<file path="config.mk">
export PLATFORM = sky130hd
export DESIGN_NAME = graphics_state_redundancy_filter_core
export DESIGN_NICKNAME = d
export VERILOG_FILES = /design/src/rtl/core/gsrf_pkg.sv /design/src/rtl/core/graphics_state_redundancy_filter_core.sv
export VERILOG_INCLUDE_DIRS = /design/src /design/src/rtl/core
export SDC_FILE = /design/constraint.sdc
export NUM_CORES = 2
export LEC_CHECK = 0
export BUFFER_PORTS_ARGS = -buffer_cell sky130_fd_sc_hd__clkbuf_2
export CORE_ASPECT_RATIO = 0.6
export CORE_UTILIZATION = 50
export CTS_CLUSTER_SIZE = 25
export DETAILED_ROUTE_END_ITERATION = 12
export GPL_TIMING_DRIVEN = 0
export PLACE_DENSITY = 0.73
export SLEW_MARGIN = 40
export SYNTH_ARGS = -nofsm -noshare
export SYNTH_HDL_FRONTEND = slang
export SYNTH_SLANG_ARGS = --single-unit
export TNS_END_PERCENT = 100
</file>
<file path="constraint.sdc">
create_clock -name clk -period 14.7 [get_ports clk]
set_input_delay 2.205 -clock clk [delete_from_list [all_inputs] [get_ports clk]]
set_output_delay 2.205 -clock clk [all_outputs]
set_load 0.005 [all_outputs]
</file>
<file path="src/rtl/core/assert_macros.svh">
// Assertion helpers; the using module provides clk and arst_n.
`ifndef ASSERT_MACROS_SVH
`define ASSERT_MACROS_SVH

// Same-cycle implication.
`define ASSERT_IMPL(label, ante, cons, msg) \
	label: assert property (@(posedge clk) disable iff (!arst_n) (ante) |-> (cons)) \
		else $error(msg);

// Next-cycle implication.
`define ASSERT_NEXT(label, ante, cons, msg) \
	label: assert property (@(posedge clk) disable iff (!arst_n) (ante) |=> (cons)) \
		else $error(msg);

`endif

</file>
<file path="src/rtl/core/gsrf_pkg.sv">
// ----------------------------------------------------------------------------
// gsrf_pkg
// Shared constants, codes and helpers of the graphics state redundancy filter.
// ----------------------------------------------------------------------------
`default_nettype none

package gsrf_pkg;

	localparam int NEST_WIDTH = 8;
	localparam logic [NEST_WIDTH-1:0] NEST_MAX = {NEST_WIDTH{1'b1}};
	localparam logic [NEST_WIDTH-1:0] NEST_ONE = {{(NEST_WIDTH-1){1'b0}}, 1'b1};

	localparam int NSLOT = 9;
	localparam int S_X    = 0;
	localparam int S_Y    = 1;
	localparam int S_GRAY = 2;
	localparam int S_WIDTH = 3;
	localparam int S_ON1  = 4;
	localparam int S_OFF1 = 5;
	localparam int S_ON2  = 6;
	localparam int S_OFF2 = 7;
	localparam int S_FONT = 8;

	localparam int ACTION_W = 4;
	localparam logic [ACTION_W-1:0] ACT_OPAQUE   = 4'd0;
	localparam logic [ACTION_W-1:0] ACT_PATH     = 4'd1;
	localparam logic [ACTION_W-1:0] ACT_NOP      = 4'd2;
	localparam logic [ACTION_W-1:0] ACT_FONT     = 4'd3;
	localparam logic [ACTION_W-1:0] ACT_GSAVE    = 4'd4;
	localparam logic [ACTION_W-1:0] ACT_GRESTORE = 4'd5;
	localparam logic [ACTION_W-1:0] ACT_LINETO   = 4'd6;
	localparam logic [ACTION_W-1:0] ACT_MOVETO   = 4'd7;
	localparam logic [ACTION_W-1:0] ACT_DASH     = 4'd8;
	localparam logic [ACTION_W-1:0] ACT_GRAY     = 4'd9;
	localparam logic [ACTION_W-1:0] ACT_WIDTH    = 4'd10;

	localparam int CFG_INDEX_W = 1;
	localparam int CFG_DATA_W  = 16;
	localparam logic [CFG_INDEX_W-1:0] CFG_OPTIMIZE  = 1'b0;
	localparam logic [CFG_INDEX_W-1:0] CFG_TOLERANCE = 1'b1;
	localparam logic [CFG_DATA_W-1:0]  TOL_RESET     = 16'd7;

	localparam int IN_DATA_W  = 128;
	localparam int OUT_DATA_W = 136;
	localparam int OUT_USER_W = 2;

	typedef logic signed [31:0] value_t;
	typedef logic signed [32:0] diff_t;

	function automatic diff_t sub33(input value_t x, input value_t y);
		return {x[31], x} - {y[31], y};
	endfunction

	// |x - y| < tol, computed exactly
	function automatic logic near(input value_t x, input value_t y,
			input logic [CFG_DATA_W-1:0] tol);
		diff_t d;
		logic [32:0] m;
		d = sub33(x, y);
		m = d[32] ? (33'd0 - d) : d;
		return m < {17'd0, tol};
	endfunction

endpackage

`default_nettype wire

</file>
<file path="src/rtl/core/graphics_state_redundancy_filter_core.sv">
// ----------------------------------------------------------------------------
// graphics_state_redundancy_filter_core
// Cached graphics state tracker that flags redundant drawing commands.
// ----------------------------------------------------------------------------
// Usage:
//   Slave stream s_*: one drawing command per transaction, the action code in
//   s_tuser and the four Q16.16 arguments in s_tdata.
//   Master stream m_*: exactly one result per command, in order; m_tuser
//   carries emit and solid_dash, m_tdata the four dash segment lengths.
//   Configuration: cfg_we/cfg_index/cfg_wdata, write only while idle.
// Path: a command accepted at s_* passes the input register, then the result
//   register, before its result appears at m_*.
// Throughput: one command per cycle while m_tready is high; all compares
//   against the nine cached slots run in parallel between the two registers.
// Reset: every cached value is unknown, nesting level 0 and unknown,
//   optimize_on = 1, match_tolerance = 7; both registers empty.
// Stall: with m_tready low and m_tvalid high the result register holds, the
//   input register fills, and s_tready drops; no transaction is lost or repeated.
// ----------------------------------------------------------------------------
`default_nettype none

`include "assert_macros.svh"

module graphics_state_redundancy_filter_core (
	input  wire logic                                   clk,
	input  wire logic                                   arst_n,
	input  wire logic                                   s_tvalid,
	output logic                                        s_tready,
	// s_tdata: arg_a[31:0], arg_b[63:32], arg_c[95:64], arg_d[127:96]
	input  wire logic [gsrf_pkg::IN_DATA_W-1:0]         s_tdata,
	// s_tuser: action[3:0]
	input  wire logic [gsrf_pkg::ACTION_W-1:0]          s_tuser,
	output logic                                        m_tvalid,
	input  wire logic                                   m_tready,
	// m_tdata: seg_on1[31:0], seg_off1[64:32], seg_on2[97:65],
	//          seg_off2[130:98], zero[135:131]
	output logic [gsrf_pkg::OUT_DATA_W-1:0]             m_tdata,
	// m_tuser: emit[0], solid_dash[1]
	output logic [gsrf_pkg::OUT_USER_W-1:0]             m_tuser,
	input  wire logic                                   cfg_we,
	input  wire logic [gsrf_pkg::CFG_INDEX_W-1:0]       cfg_index,
	input  wire logic [gsrf_pkg::CFG_DATA_W-1:0]        cfg_wdata
);

	logic                                 optimize_on_q;
	logic [gsrf_pkg::CFG_DATA_W-1:0]      match_tolerance_q;

	logic                                 valid_s1;
	logic [gsrf_pkg::ACTION_W-1:0]        action_s1;
	gsrf_pkg::value_t                     arg_a_s1, arg_b_s1, arg_c_s1, arg_d_s1;

	logic                                 valid_s2;
	logic                                 emit_s2, solid_s2;
	gsrf_pkg::value_t                     seg_on1_s2;
	gsrf_pkg::diff_t                      seg_off1_s2, seg_on2_s2, seg_off2_s2;

	gsrf_pkg::value_t                     cur_values_q   [gsrf_pkg::NSLOT];
	gsrf_pkg::value_t                     saved_values_q [gsrf_pkg::NSLOT];
	logic [gsrf_pkg::NSLOT-1:0]           cur_known_q, saved_known_q;
	logic [gsrf_pkg::NEST_WIDTH-1:0]      nest_level_q;
	logic                                 nest_known_q;

	logic                                 load_s2, adv_s1;
	logic [gsrf_pkg::NSLOT-1:0]           slot_hit;
	gsrf_pkg::value_t                     slot_arg [gsrf_pkg::NSLOT];
	logic                                 same, solid, is_dash, snap, restore;

	// handshake
	assign load_s2  = !valid_s2 || m_tready;
	assign adv_s1   = valid_s1 && load_s2;
	assign s_tready = !valid_s1 || load_s2;

	always_ff @(posedge clk or negedge arst_n) begin
		if (!arst_n) begin
			optimize_on_q     <= 1'b1;
			match_tolerance_q <= gsrf_pkg::TOL_RESET;
		end else if (cfg_we) begin
			case (cfg_index)
				gsrf_pkg::CFG_OPTIMIZE:  optimize_on_q     <= cfg_wdata[0];
				gsrf_pkg::CFG_TOLERANCE: match_tolerance_q <= cfg_wdata;
				default: ;
			endcase
		end
	end

	always_ff @(posedge clk or negedge arst_n) begin
		if (!arst_n) begin
			valid_s1 <= 1'b0;
		end else if (s_tready) begin
			valid_s1 <= s_tvalid;
		end
	end

	always_ff @(posedge clk) begin
		if (s_tvalid && s_tready) begin
			action_s1 <= s_tuser;
			arg_a_s1  <= s_tdata[31:0];
			arg_b_s1  <= s_tdata[63:32];
			arg_c_s1  <= s_tdata[95:64];
			arg_d_s1  <= s_tdata[127:96];
		end
	end

	// compare every cached slot against the argument that would set it
	always_comb begin
		slot_arg[gsrf_pkg::S_X]     = arg_a_s1;
		slot_arg[gsrf_pkg::S_Y]     = arg_b_s1;
		slot_arg[gsrf_pkg::S_GRAY]  = arg_a_s1;
		slot_arg[gsrf_pkg::S_WIDTH] = arg_a_s1;
		slot_arg[gsrf_pkg::S_ON1]   = arg_a_s1;
		slot_arg[gsrf_pkg::S_OFF1]  = arg_b_s1;
		slot_arg[gsrf_pkg::S_ON2]   = arg_c_s1;
		slot_arg[gsrf_pkg::S_OFF2]  = arg_d_s1;
		slot_arg[gsrf_pkg::S_FONT]  = arg_a_s1;
	end

	for (genvar i = 0; i < gsrf_pkg::NSLOT; i++) begin : g_hit
		assign slot_hit[i] = cur_known_q[i] &&
			gsrf_pkg::near(slot_arg[i], cur_values_q[i], match_tolerance_q);
	end

	always_comb begin
		case (action_s1)
			gsrf_pkg::ACT_FONT:  same = slot_hit[gsrf_pkg::S_FONT];
			gsrf_pkg::ACT_GRAY:  same = slot_hit[gsrf_pkg::S_GRAY];
			gsrf_pkg::ACT_WIDTH: same = slot_hit[gsrf_pkg::S_WIDTH];
			gsrf_pkg::ACT_LINETO,
			gsrf_pkg::ACT_MOVETO:
				same = slot_hit[gsrf_pkg::S_X] && slot_hit[gsrf_pkg::S_Y];
			gsrf_pkg::ACT_DASH:
				same = slot_hit[gsrf_pkg::S_ON1] && slot_hit[gsrf_pkg::S_OFF1] &&
					slot_hit[gsrf_pkg::S_ON2] && slot_hit[gsrf_pkg::S_OFF2];
			default: same = 1'b0;
		endcase
	end

	assign is_dash = (action_s1 == gsrf_pkg::ACT_DASH);
	assign solid = is_dash &&
		gsrf_pkg::near(arg_a_s1, '0, match_tolerance_q) &&
		gsrf_pkg::near(arg_b_s1, '0, match_tolerance_q) &&
		gsrf_pkg::near(arg_c_s1, '0, match_tolerance_q) &&
		gsrf_pkg::near(arg_d_s1, '0, match_tolerance_q);
	assign snap    = (action_s1 == gsrf_pkg::ACT_GSAVE) &&
		!(nest_known_q && nest_level_q != '0);
	assign restore = (action_s1 == gsrf_pkg::ACT_GRESTORE) &&
		nest_known_q && nest_level_q == gsrf_pkg::NEST_ONE;

	// result register
	always_ff @(posedge clk or negedge arst_n) begin
		if (!arst_n) begin
			valid_s2 <= 1'b0;
		end else if (load_s2) begin
			valid_s2 <= valid_s1;
		end
	end

	always_ff @(posedge clk) begin
		if (adv_s1) begin
			emit_s2     <= !(optimize_on_q && same);
			solid_s2    <= solid;
			seg_on1_s2  <= is_dash ? arg_a_s1 : '0;
			seg_off1_s2 <= is_dash ? gsrf_pkg::sub33(arg_b_s1, arg_a_s1) : '0;
			seg_on2_s2  <= is_dash ? gsrf_pkg::sub33(arg_c_s1, arg_b_s1) : '0;
			seg_off2_s2 <= is_dash ? gsrf_pkg::sub33(arg_d_s1, arg_c_s1) : '0;
		end
	end

	// known bits and nesting counter
	always_ff @(posedge clk or negedge arst_n) begin
		if (!arst_n) begin
			cur_known_q  <= '0;
			nest_level_q <= '0;
			nest_known_q <= 1'b0;
		end else if (adv_s1) begin
			case (action_s1)
				gsrf_pkg::ACT_OPAQUE: begin
					cur_known_q  <= '0;
					nest_known_q <= 1'b0;
				end
				gsrf_pkg::ACT_PATH: begin
					cur_known_q[gsrf_pkg::S_X] <= 1'b0;
					cur_known_q[gsrf_pkg::S_Y] <= 1'b0;
				end
				gsrf_pkg::ACT_FONT:  cur_known_q[gsrf_pkg::S_FONT]  <= 1'b1;
				gsrf_pkg::ACT_GRAY:  cur_known_q[gsrf_pkg::S_GRAY]  <= 1'b1;
				gsrf_pkg::ACT_WIDTH: cur_known_q[gsrf_pkg::S_WIDTH] <= 1'b1;
				gsrf_pkg::ACT_LINETO,
				gsrf_pkg::ACT_MOVETO: begin
					cur_known_q[gsrf_pkg::S_X] <= 1'b1;
					cur_known_q[gsrf_pkg::S_Y] <= 1'b1;
				end
				gsrf_pkg::ACT_DASH: begin
					cur_known_q[gsrf_pkg::S_ON1]  <= 1'b1;
					cur_known_q[gsrf_pkg::S_OFF1] <= 1'b1;
					cur_known_q[gsrf_pkg::S_ON2]  <= 1'b1;
					cur_known_q[gsrf_pkg::S_OFF2] <= 1'b1;
				end
				gsrf_pkg::ACT_GSAVE: begin
					if (snap) begin
						nest_level_q <= gsrf_pkg::NEST_ONE;
						nest_known_q <= 1'b1;
					end else if (nest_level_q != gsrf_pkg::NEST_MAX) begin
						nest_level_q <= nest_level_q + gsrf_pkg::NEST_ONE;
					end
				end
				gsrf_pkg::ACT_GRESTORE: begin
					if (restore) begin
						nest_level_q <= '0;
						cur_known_q  <= saved_known_q;
					end else begin
						if (nest_known_q && nest_level_q != '0) begin
							nest_level_q <= nest_level_q - gsrf_pkg::NEST_ONE;
						end
						cur_known_q <= '0;
					end
				end
				default: ;
			endcase
		end
	end

	// cached values and save stack
	always_ff @(posedge clk) begin
		if (adv_s1) begin
			case (action_s1)
				gsrf_pkg::ACT_FONT:  cur_values_q[gsrf_pkg::S_FONT]  <= arg_a_s1;
				gsrf_pkg::ACT_GRAY:  cur_values_q[gsrf_pkg::S_GRAY]  <= arg_a_s1;
				gsrf_pkg::ACT_WIDTH: cur_values_q[gsrf_pkg::S_WIDTH] <= arg_a_s1;
				gsrf_pkg::ACT_LINETO,
				gsrf_pkg::ACT_MOVETO: begin
					cur_values_q[gsrf_pkg::S_X] <= arg_a_s1;
					cur_values_q[gsrf_pkg::S_Y] <= arg_b_s1;
				end
				gsrf_pkg::ACT_DASH: begin
					cur_values_q[gsrf_pkg::S_ON1]  <= arg_a_s1;
					cur_values_q[gsrf_pkg::S_OFF1] <= arg_b_s1;
					cur_values_q[gsrf_pkg::S_ON2]  <= arg_c_s1;
					cur_values_q[gsrf_pkg::S_OFF2] <= arg_d_s1;
				end
				gsrf_pkg::ACT_GSAVE: begin
					if (snap) begin
						saved_values_q <= cur_values_q;
						saved_known_q  <= cur_known_q;
					end
				end
				gsrf_pkg::ACT_GRESTORE: begin
					if (restore) begin
						cur_values_q <= saved_values_q;
					end
				end
				default: ;
			endcase
		end
	end

	assign m_tvalid = valid_s2;
	assign m_tuser  = {solid_s2, emit_s2};
	assign m_tdata  = {5'd0, seg_off2_s2, seg_on2_s2, seg_off1_s2, seg_on1_s2};

	`ASSERT_NEXT(a_adv_gives_result, adv_s1, m_tvalid, "advanced command produced no result")
	`ASSERT_IMPL(a_drop_needs_optimize, m_tvalid && !m_tuser[0], optimize_on_q,
		"command dropped with optimization off")
	`ASSERT_NEXT(a_opaque_forgets, adv_s1 && action_s1 == gsrf_pkg::ACT_OPAQUE,
		!nest_known_q && cur_known_q == '0, "opaque command left state known")
	`ASSERT_NEXT(a_nest_saturates,
		adv_s1 && action_s1 == gsrf_pkg::ACT_GSAVE && nest_known_q &&
		nest_level_q == gsrf_pkg::NEST_MAX,
		nest_level_q == gsrf_pkg::NEST_MAX, "nesting counter wrapped")

endmodule

`default_nettype wire
</file>
==> run_results.csv <==
group,metric,value,unit
run_status,outcome,"finished clean",
setup_path,critPathKind,"flop to flop",
global_routing,grt_overflow,0,
clock_network,numCtsBuffers,89,
final_layout,drive_gt1_share,9.47,%
floorplan,die_width,473,µm
pwr,power.density,101,nW/µm²
timing,fin_crit_sh,77.5,%
job,max_cap_viol_count,0,
synth,synth.distinct_cells,124,
timing,tightest_slew,0.979,ns
setup_path,worst_ep_required_time,15.13,ns
place,port_buffers,288,
route,wl_per_cell,25.4,µm
route,routed_wl,241000,µm
final_layout,area_growth_syn_to_layout,11.9,%
final_layout,layoutNonFillerInstCount,9498,
floorplan,rows,103,
clock_network,clockBufferDepth,3,
clock_network,htreeDepth,3,
route,vias,60400,
route,drc_errors,0,
global_routing,grt_use_met3,13.5,%
synth,postSynthCellCount,7204,
synth,synth-seq-cells,887,
global_routing,grt_pass1_wl,352000,µm
pwr,p_leak,0.0304,µW
pwr,ir_drop,0.0000801,V
floorplan,start_util,50.5,%
place,place_congestion,0.972,
global_routing,met2_usage,41.6,%
synth,yosys.area.top_type,"edfxtp_1",
place,place.detailed.instances,9335,
synth,synthTopCellsByArea,"edfxtp_1 (38%), ha_1 (11%), nand2_1 (5.8%)",
final_layout,nFillCells,11600,
global_routing,grt.busiest_layer,"met1",
route,ant_nets,0,
synth,seq_area_frac_synth,39.8,%
timing,final_hold_viol_count,0,
clock_network,cts.repair.resized,0,
synth,synth_area_per_cell,9.24,µm²
floorplan,io_pins,294,
synth,yosysTopAreaCellShare,38.4,%
clock_network,cts_setup_buffers,0,
clock_network,cts-root-buf,"clkbuf_16",
timing,skew,0.0317,ns
route,firstDrtPassIters,8,
final_layout,nets,8404,
setup_path,max_stage_delay,0.73,ns
synth,synth_edf_count,850,
synth,synth_ff_type,"edfxtp_1",
setup_path,crit_path_top_delay_cell,"edfxtp_1",
place,dpl_cell_area,71500,µm²
clock_network,cts_hold_buf,0,
setup_path,endpoint_kind,"flop",
global_routing,grt_pass1_vias,53900,
route,drt-initial-drc-count,8945,
timing,maxSlewViolCount,0,
floorplan,die_y,285,µm
clock_network,clkSinkCount,887,
setup_path,worstPathArrival,11.83,ns
global_routing,antenna_found_initial,12,
timing,fin_hold_ws,0.447,ns
synth,async_flop_share,4.17,%
floorplan,core_area,132000,µm²
floorplan,fp.dieArea,135000,µm²
global_routing,grt_max_degree,71,
timing,setup_violations,0,
route,viasPerCell,6.36,
setup_path,cp_max_fo,10,
timing,grt_setup_unrepaired,"no",
setup_path,worstSetupStartpointType,"flop",
global_routing,gr-usage-met1,56.6,%
synth,yosysWarningCount,0,
pwr,p_total,7530,µW
clock_network,cts_tree,"done",
synth,ys_top_cells_by_count,"nand2_1 (1035), edfxtp_1 (850), ha_1 (595), inv_1 (543), nor2_1 (505)",
place,dp.final_hpwl,190000,µm
timing,fmax,87.7,MHz
synth,synth.most_common_cell,"nand2_1",
global_routing,track_usage,34.9,%
setup_path,crit_path_frequent_cell,"clkbuf_1",
clock_network,clk_pin_slew,0.08,ns
synth,synthesis.area,66500,µm²
timing,final.min_clock_period,11.40,ns
clock_network,insertion_delay,0.72,ns
hold_path,min_path_type,"flop to flop",
final_layout,stdcell_area,74500,µm²
timing,slew_headroom,33.8,%
## per-stage QoR
| stage | setup WS (ns) | TNS [ns] | utilization [%] |
|---|---|---|---|
| final | 3.30 | 0 | 56.5 |
| after global routing | 3.11 | 0 | 56.5 |
| after CTS | 3.50 | 0 | 56.5 |
| after detailed placement | 3.55 | 0 | 54.3 |
| after global placement | -4.74 | -914.19 | 53.3 |
| after floorplan | 2.59 | 0 | - |
## logic make-up after synthesis
kind of cell	share of synthesized area (%)
buffers and inverters	4.31
AO/OA/AOI/OAI	18.8
adder cells (fa/ha/maj)	11.5
other	0.00564
flip-flops	39.8
multiplexers	0.914
XOR/XNOR	6.49
AND/OR/NAND/NOR	18.2
## layer usage
layer,routed length (µm),up-vias
li1,-,27400
met1,113000,28800
met2,84300,3953
met3,38700,325
met4,5210,6
met5,59,-
## cell usage in the layout (no fill, tap or decap), types with 72 or more instances in the layout
| cell type | n |
|---|---|
| ha_1 | 595 |
| o21a_1 | 94 |
| nand4_1 | 80 |
| clkbuf_2 | 324 |
| xor2_1 | 146 |
| a31oi_1 | 93 |
| a21oi_1 | 423 |
| nand2b_1 | 80 |
| a21o_1 | 207 |
| nor3_1 | 195 |
| clkbuf_1 | 149 |
| xnor2_1 | 343 |
| edfxtp_1 | 850 |
| nand2_1 | 1035 |
| nor2_1 | 502 |
| clkbuf_16 | 90 |
| nor2b_1 | 86 |
| inv_1 | 529 |
| or3_1 | 72 |
| nand3_1 | 143 |
| o21ai_0 | 384 |
## area by class of cell
class	count	area, µm²	area share, %
antenna	2	5.00	0.00672
sequential	887	26500	35.5
clock buffer	103	2320	3.12
multi-input combinational	5580	37500	50.4
timing repair buffer	344	2490	3.35
buffer	198	875	1.17
clock inverter	56	533	0.716
tap	1785	2230	3.00
inverter	543	2050	2.75
## critical path, delay by kind of cell (launching register included)
kind / cells / cell delay, ns
XOR/XNOR: 1 / 0.26
buffers and inverters: 5 / 2.11
flip-flops: 1 / 0.73
AO/OA/AOI/OAI: 13 / 4.63
adder cells (fa/ha/maj): 2 / 0.77
AND/OR/NAND/NOR: 9 / 2.57
## flip-flops by register name, summed over array words and instances, names as in the netlist, 8 cells and up
name and cells:
arg_a_s1 32, cur_values_q 288, seg_off1_s2 33, saved_known_q 9
seg_on2_s2 33, nest_level_q 8, cur_known_q 9, seg_on1_s2 32
arg_c_s1 32, arg_b_s1 32, seg_off2_s2 33, arg_d_s1 32
saved_values_q 288, match_tolerance_q 16
## report_power, final
group	switching, µW	leakage (µW)	internal, µW
clock network	1090	0.00139	1260
registers	131	0.00834	2880
logic	1360	0.0207	805
total	2580	0.0304	4940
## path summary, 6_finish.rpt
path	startpoint	to	slack, ns	cells after the start
min in group asynchronous	arst_n	match_tolerance_q[4]	1.52	1
max in group asynchronous	arst_n	match_tolerance_q[14]	12.75	1
max	arg_a_s1[1]	emit_s2	3.30	30
max reg2reg	arg_a_s1[1]	emit_s2	3.30	30
min reg2reg	cur_values_q[220]	saved_values_q[220]	0.45	0
min	cur_values_q[220]	saved_values_q[220]	0.45	0
(Power assumes the default switching activity.)
